<file path="config.mk">
export PLATFORM = sky130hd
export DESIGN_NAME = lpht_seq
export DESIGN_NICKNAME = d
export VERILOG_FILES = /design/src/rtl/core/lpht_pkg.sv /design/src/rtl/core/lpht_seq.sv
export SDC_FILE = /design/constraint.sdc
export NUM_CORES = 1
export LEC_CHECK = 0
export ABC_CLOCK_PERIOD_IN_PS = 1790
export BUFFER_PORTS_ARGS = -buffer_cell sky130_fd_sc_hd__buf_2
export CAP_MARGIN = 20
export CORE_AREA = 2 2 39 41
export CTS_BUF_LIST = sky130_fd_sc_hd__clkbuf_4
export DETAILED_ROUTE_END_ITERATION = 10
export DIE_AREA = 0 0 41 43
export MAX_ROUTING_LAYER = met4
export PLACE_DENSITY_LB_ADDON = 0.15
export SLEW_MARGIN = 10
export SYNTH_ARGS = -nofsm -noshare
export SYNTH_HDL_FRONTEND = slang
export SYNTH_SLANG_ARGS = --single-unit
</file>
<file path="constraint.sdc">
create_clock -name clock -period 1.79 [get_ports clock]
set_input_delay 0.179 -clock clock [delete_from_list [all_inputs] [get_ports clock]]
set_output_delay 0.179 -clock clock [all_outputs]
set_load 0.05 [all_outputs]
</file>
<file path="src/rtl/core/lpht_pkg.sv">
// Shared types and codes of the linear-probing hash table.
// Holds the microcode step names, control word, branch condition flags
// and request/status codes. No dependencies.
package lpht_pkg;

   // Request kinds carried on req_tuser
   localparam logic REQ_LOOKUP = 1'b0;
   localparam logic REQ_INSERT = 1'b1;

   // Result status codes carried on rsp_tuser
   localparam logic [1:0] STATUS_OK   = 2'd0;
   localparam logic [1:0] STATUS_FULL = 2'd1;
   localparam logic [1:0] STATUS_ZERO = 2'd2;

   // Microprogram steps (addresses of the control store)
   typedef enum logic [2:0] {
      STEP_CLEAR,
      STEP_IDLE,
      STEP_MUL_Q,
      STEP_MUL_P,
      STEP_FOLD,
      STEP_PROBE,
      STEP_DONE
   } step_type;

   // Branch conditions selectable by a control word
   typedef enum logic [2:0] {
      COND_ALWAYS,
      COND_CLEAR_END,
      COND_ACCEPT,
      COND_KEY_ZERO,
      COND_PROBE_END,
      COND_OUT_FREE
   } cond_type;

   // One control word of the microprogram
   typedef struct packed {
      logic     ready;      // offer req_tready
      logic     clear;      // write an empty key at the slot pointer
      logic     mul_q;      // quotient estimate: key times reciprocal
      logic     mul_p;      // quotient times capacity
      logic     fold;       // load home slot, start probe
      logic     probe;      // compare one slot per cycle
      logic     finish;     // commit and load the result register
      cond_type cond;
      step_type jump_true;
      step_type jump_false;
   } ctrl_word_type;

   // Condition flags from the datapath to the sequencer
   typedef struct packed {
      logic clear_end;
      logic accept;
      logic key_zero;
      logic probe_end;
      logic out_free;
   } flags_type;

endpackage

</file>
<file path="src/rtl/core/lpht_seq.sv">
// Microcode sequencer: step counter, control store and branch unit.
// Depends on lpht_pkg for the step, condition and control word types.
module lpht_seq (
   input  logic                   clock,
   input  logic                   reset,
   input  lpht_pkg::flags_type    flags,
   output lpht_pkg::ctrl_word_type ctrl
);

   lpht_pkg::step_type step_ff;
   lpht_pkg::step_type step_in;
   logic               cond_hit;

   // Control store: one word per step
   function automatic lpht_pkg::ctrl_word_type ucode(input lpht_pkg::step_type s);
      lpht_pkg::ctrl_word_type w;
      w = '0;
      w.cond       = lpht_pkg::COND_ALWAYS;
      w.jump_true  = lpht_pkg::STEP_IDLE;
      w.jump_false = lpht_pkg::STEP_IDLE;
      case (s)
         lpht_pkg::STEP_CLEAR: begin
            w.clear      = 1'b1;
            w.cond       = lpht_pkg::COND_CLEAR_END;
            w.jump_true  = lpht_pkg::STEP_IDLE;
            w.jump_false = lpht_pkg::STEP_CLEAR;
         end
         lpht_pkg::STEP_IDLE: begin
            w.ready      = 1'b1;
            w.cond       = lpht_pkg::COND_ACCEPT;
            w.jump_true  = lpht_pkg::STEP_MUL_Q;
            w.jump_false = lpht_pkg::STEP_IDLE;
         end
         lpht_pkg::STEP_MUL_Q: begin
            w.mul_q      = 1'b1;
            w.cond       = lpht_pkg::COND_KEY_ZERO;
            w.jump_true  = lpht_pkg::STEP_DONE;
            w.jump_false = lpht_pkg::STEP_MUL_P;
         end
         lpht_pkg::STEP_MUL_P: begin
            w.mul_p      = 1'b1;
            w.jump_true  = lpht_pkg::STEP_FOLD;
         end
         lpht_pkg::STEP_FOLD: begin
            w.fold       = 1'b1;
            w.jump_true  = lpht_pkg::STEP_PROBE;
         end
         lpht_pkg::STEP_PROBE: begin
            w.probe      = 1'b1;
            w.cond       = lpht_pkg::COND_PROBE_END;
            w.jump_true  = lpht_pkg::STEP_DONE;
            w.jump_false = lpht_pkg::STEP_PROBE;
         end
         lpht_pkg::STEP_DONE: begin
            w.finish     = 1'b1;
            w.cond       = lpht_pkg::COND_OUT_FREE;
            w.jump_true  = lpht_pkg::STEP_IDLE;
            w.jump_false = lpht_pkg::STEP_DONE;
         end
         default: begin
            w.jump_true  = lpht_pkg::STEP_IDLE;
         end
      endcase
      return w;
   endfunction

   // Output: fetch the control word of the current step
   always_comb begin
      ctrl = ucode(step_ff);
   end

   // Next step: evaluate the branch condition
   always_comb begin
      case (ctrl.cond)
         lpht_pkg::COND_ALWAYS:    cond_hit = 1'b1;
         lpht_pkg::COND_CLEAR_END: cond_hit = flags.clear_end;
         lpht_pkg::COND_ACCEPT:    cond_hit = flags.accept;
         lpht_pkg::COND_KEY_ZERO:  cond_hit = flags.key_zero;
         lpht_pkg::COND_PROBE_END: cond_hit = flags.probe_end;
         lpht_pkg::COND_OUT_FREE:  cond_hit = flags.out_free;
         default:                  cond_hit = 1'b1;
      endcase
      step_in = cond_hit ? ctrl.jump_true : ctrl.jump_false;
   end

   // Step counter; reset starts the clearing pass
   always_ff @(posedge clock) begin
      if (reset) begin
         step_ff <= lpht_pkg::STEP_CLEAR;
      end else begin
         step_ff <= step_in;
      end
   end

endmodule

</file>
Word level (Yosys, flattened, before mapping)
Cells that the tools add are included.

storage, ports and cells
  output and inout port bits = 16
  register bits = 3
  input port bits = 7
  word-level logic and storage cells = 26

operators by class
  equal/unequal tests = 11
  reductions and logical operators = 2
  mux-type cells = 12

operators with widths
  cell                                           number
  case mux 3 bit (4 select lines)                2
  == test 3 bit, second input constant           5
  case mux 3 bit (5 select lines)                1
  == test 3 x 2 -> 1 bit, second input constant  4
  2-to-1 mux 1 bit                               7
  == test 3 x 1 -> 1 bit, second input constant  2
  case mux 1 bit (5 select lines)                1
  zero test 3 bit                                1
  2-to-1 mux 3 bit                               1
  OR reduction 2 bit                             1

Longest topological paths before layout
  word-level depth = 5
  gate-level depth with buffers = 5

Worst setup path before layout
OpenSTA, ideal clock, no wires.

  path type = reg-to-output
  start = register step_ff[1]
  end = output ctrl[8] in the netlist's numbering
  path buffers = 2
  data arrival time = 1.785 ns
  setup slack = -0.174 ns
  stages on the path, launching flop included = 5
  cells stage by stage = dfxtp_1 > nand2b_1 > buf_4 > a21oi_1 > buf_4

RTL lines
  element                 RTL line        source
  from (decl)             lpht_seq.sv:10  lpht_pkg::step_type step_ff;
  from (signal assigned)  lpht_seq.sv:89  step_ff <= lpht_pkg::STEP_CLEAR;
  from (signal assigned)  lpht_seq.sv:91  step_ff <= step_in;
  to (decl)               lpht_seq.sv:7   output lpht_pkg::ctrl_word_type ctrl

==> results.sh <==
export IMPL_arrival_ns=1.38
export IMPL_hold_path_cell_count=2
export IMPL_max_vdd_ir_drop_uv=690
export IMPL_avgSynthCellArea_um2=6.51
export IMPL_clk_latency_ns=0.23
export IMPL_netlist_instances=49
export IMPL_row_count=14
export IMPL_cpPeakStageDelay_ns=0.39
export IMPL_ys_ff_latch=3
export IMPL_clkTransAtPathRegs_ns=0.03
export IMPL_synth_edf_count=0
export IMPL_cts_setup_buffers=0
export IMPL_top_register="step_ff"
export IMPL_wl_met1_um=383
export IMPL_clkPwrFrac_pct=16.5
export IMPL_p_sw_mw=0.467
export IMPL_ys_types=24
export IMPL_path_cells="nand2b_1, a21oi_2, buf_2"
export IMPL_seqPwrFrac_pct=14.2
export IMPL_dp_cells=83
export IMPL_max_freq_mhz=642
export IMPL_yosysMostFrequentCell="nor2_1"
export IMPL_area_growth_pct=45.5
export IMPL_dr_pass1_iters=4
export IMPL_ant_nets=0
export IMPL_clk_root_buffer_cell="clkbuf_4"
export IMPL_fin_crit_sh_pct=87.0
export IMPL_min_from="reset"
export IMPL_htreeDepth=1
export IMPL_rsz0062_at_grt="false"
export IMPL_hpwl_um=644
export IMPL_start_util_pct=23.1
export IMPL_cts_path_max_buffers=2
export IMPL_grt_pass1_vias=289
export IMPL_drt_iter0_drc=6
export IMPL_drc_errors=0
export IMPL_r2r_start="step_ff[2]"
export IMPL_synth_net_count=56
export IMPL_required_ns=1.61
export IMPL_fin_skew_ns=0.00112
export IMPL_power_leakage_nw=0.240
export IMPL_num_antenna_cells=0
export IMPL_slew_viol_final=0
export IMPL_ys_warn_count=0
export IMPL_internal_power_mw=0.313
export IMPL_cts_sinks=3
export IMPL_finalSetupTns_ns=0
export IMPL_die_w_um=41
export IMPL_async_reset_ff_share_pct=0
export IMPL_power_per_cell_area_mw_per_mm2=1680
export IMPL_grt_max_degree=15
export IMPL_post_route_cells_drive_above_1_share_pct=49.3
export IMPL_setup_viol=0
export IMPL_max_slew_margin_pct=80.8
export IMPL_ys_top_cells_by_area="dfxtp_1, nor2_1, a21oi_1"
export IMPL_worst_path_max_delay_cell="dfxtp_2"
export IMPL_synth_area_um2=319
export IMPL_synthTopCellsByCount="nor2_1, a21oi_1, nand2_1"
export IMPL_synth_top_area_share_pct=18.8
export IMPL_place_congestion=0.735
export IMPL_hp_class="primary input to flop"
export IMPL_ys_seq_area_share_pct=18.8
export IMPL_die_h_um=43
export IMPL_wl_per_cell_um=9.22
export IMPL_top_layer_used="met3"
export IMPL_power_mw=0.780
export IMPL_reg2regPathDepth=4
export IMPL_fp_dieArea_mm2=0.00176
export IMPL_switching_share_pct=59.8
export IMPL_worstPathMaxFanout=14
export IMPL_track_usage_pct=10.3
export IMPL_grt_antenna_before_repair=0
export IMPL_pin_count=23
export IMPL_critPathCaptureType="output pin"
export IMPL_finalHoldViolCount=0
export IMPL_hold_ws_ns=0.154
export IMPL_routed_wl_met2_um=351
export IMPL_startpoint="step_ff[1]"
export IMPL_cts_tree="yes"
export IMPL_maxCapViolCount=0
export IMPL_core_mm2=0.00138
export IMPL_yosys_area_top_type="dfxtp_1"
export IMPL_synth_main_ff_cell="dfxtp_1"
export IMPL_grt_remaining_overflow=0
export IMPL_cts_buffers=3
export IMPL_final_cells=87
export IMPL_crit_type="flop to output pin"
export IMPL_wl_met3_um=67
export IMPL_status="completed"
export IMPL_final_util_pct=33.5
export IMPL_via_per_inst=4.49
export IMPL_final_nets=79
export IMPL_comb_power_share_pct=69.3
export IMPL_wirelength_um=802
export IMPL_top_regs="step_ff (3)"
export IMPL_cp_start_kind="flop"
export IMPL_period_minus_slack_ns=1.56
export IMPL_via_count=391
export IMPL_fillers=156
export IMPL_worstMarginPinSlew_ns=0.288
export IMPL_grt_pass1_wl_um=1190
export IMPL_port_buffers=22
export IMPL_largest_reg_flops=3
## path summary, 6_finish.rpt
path / endpoint / slack (ns)
setup / recovery: ctrl[2] / 0.23
hold / removal: step_ff[1] / 0.15
setup reg to reg: step_ff[1] / 0.48
hold reg to reg: step_ff[0] / 0.73
## worst max-delay path: cells and delay by family, from the launching register on
kind	cells	cell delay, ns
buf+inv	1	0.27
flops	1	0.39
simple gates	1	0.29
compound gates	1	0.19
## placed cells by master, fill, tap and decap left out
master     synthesis  final
mux2i_1            1      1
dfxtp_1            3      2
nor4_1             1      1
or2_1              1      1
or3_1              1      1
nor3_2             0      1
o21a_1             1      1
nand2b_2           1      1
inv_2              2      2
inv_1              1      1
nor3_1             2      1
nor2_1             9      9
clkbuf_4           0      4
nand2b_1           1      1
o32ai_1            1      1
dfxtp_2            0      1
and3_1             1      1
nand3b_1           1      1
a2bb2oi_1          1      1
o21ai_0            1      1
buf_2              2     22
nand2_1            4      4
a21oi_1            6      5
xor2_2             0      1
o21ai_1            3      3
a21oi_2            0      1
buf_4              2      2
## layer usage
metal | track usage, % | up-vias
met3 | 6.28 | 0
met1 | 14.7 | 167
met4 | 2.00 | 0
met5 | - | -
met2 | 12.2 | 18
li1 | - | 206
## what timing repair did
item / 4_1_cts / 5_1_grt
hold buffers: 0 / 0
setup endpoints to repair: 0 / 5
resized for setup: 0 / 1
## kinds of logic after synthesis
group           count (synthesis)  share of synthesized area (%)
simple gates                   22                           33.3
compound gates                 13                           23.5
buf+inv                         9                           18.4
flops                           3                           18.8
xor+xnor                        1                           2.75
mux                             1                           3.14
## power groups by stage
stage	clock network (mW)	logic (mW)	registers (mW)
floorplan	0	0.480	0.0915
global route	0.147	0.580	0.113
finish	0.129	0.541	0.111
detailed placement	0	0.545	0.111
CTS	0.135	0.545	0.110
global placement	0	0.546	0.111
## stage by stage
step | instance area (um^2) | setup slack, ns
final | 464 | 0.233
after global routing | 464 | 0.114
after CTS | 463 | 0.0656
after detailed placement | 433 | 0.309
after global placement | 433 | 0.332
after floorplan | 335 | 0.0384
## layout make-up
type                    instances  area (um^2)  area share, %
clock buffers                   4         30.0           6.47
inverters                       3         11.3           2.43
multi-input cells              37          216           46.6
flip-flops and latches          3         61.3           13.2
well taps                      16         20.0           4.31
repair buffers                 24          125           27.0
Power figures use the tool's default switching activity.
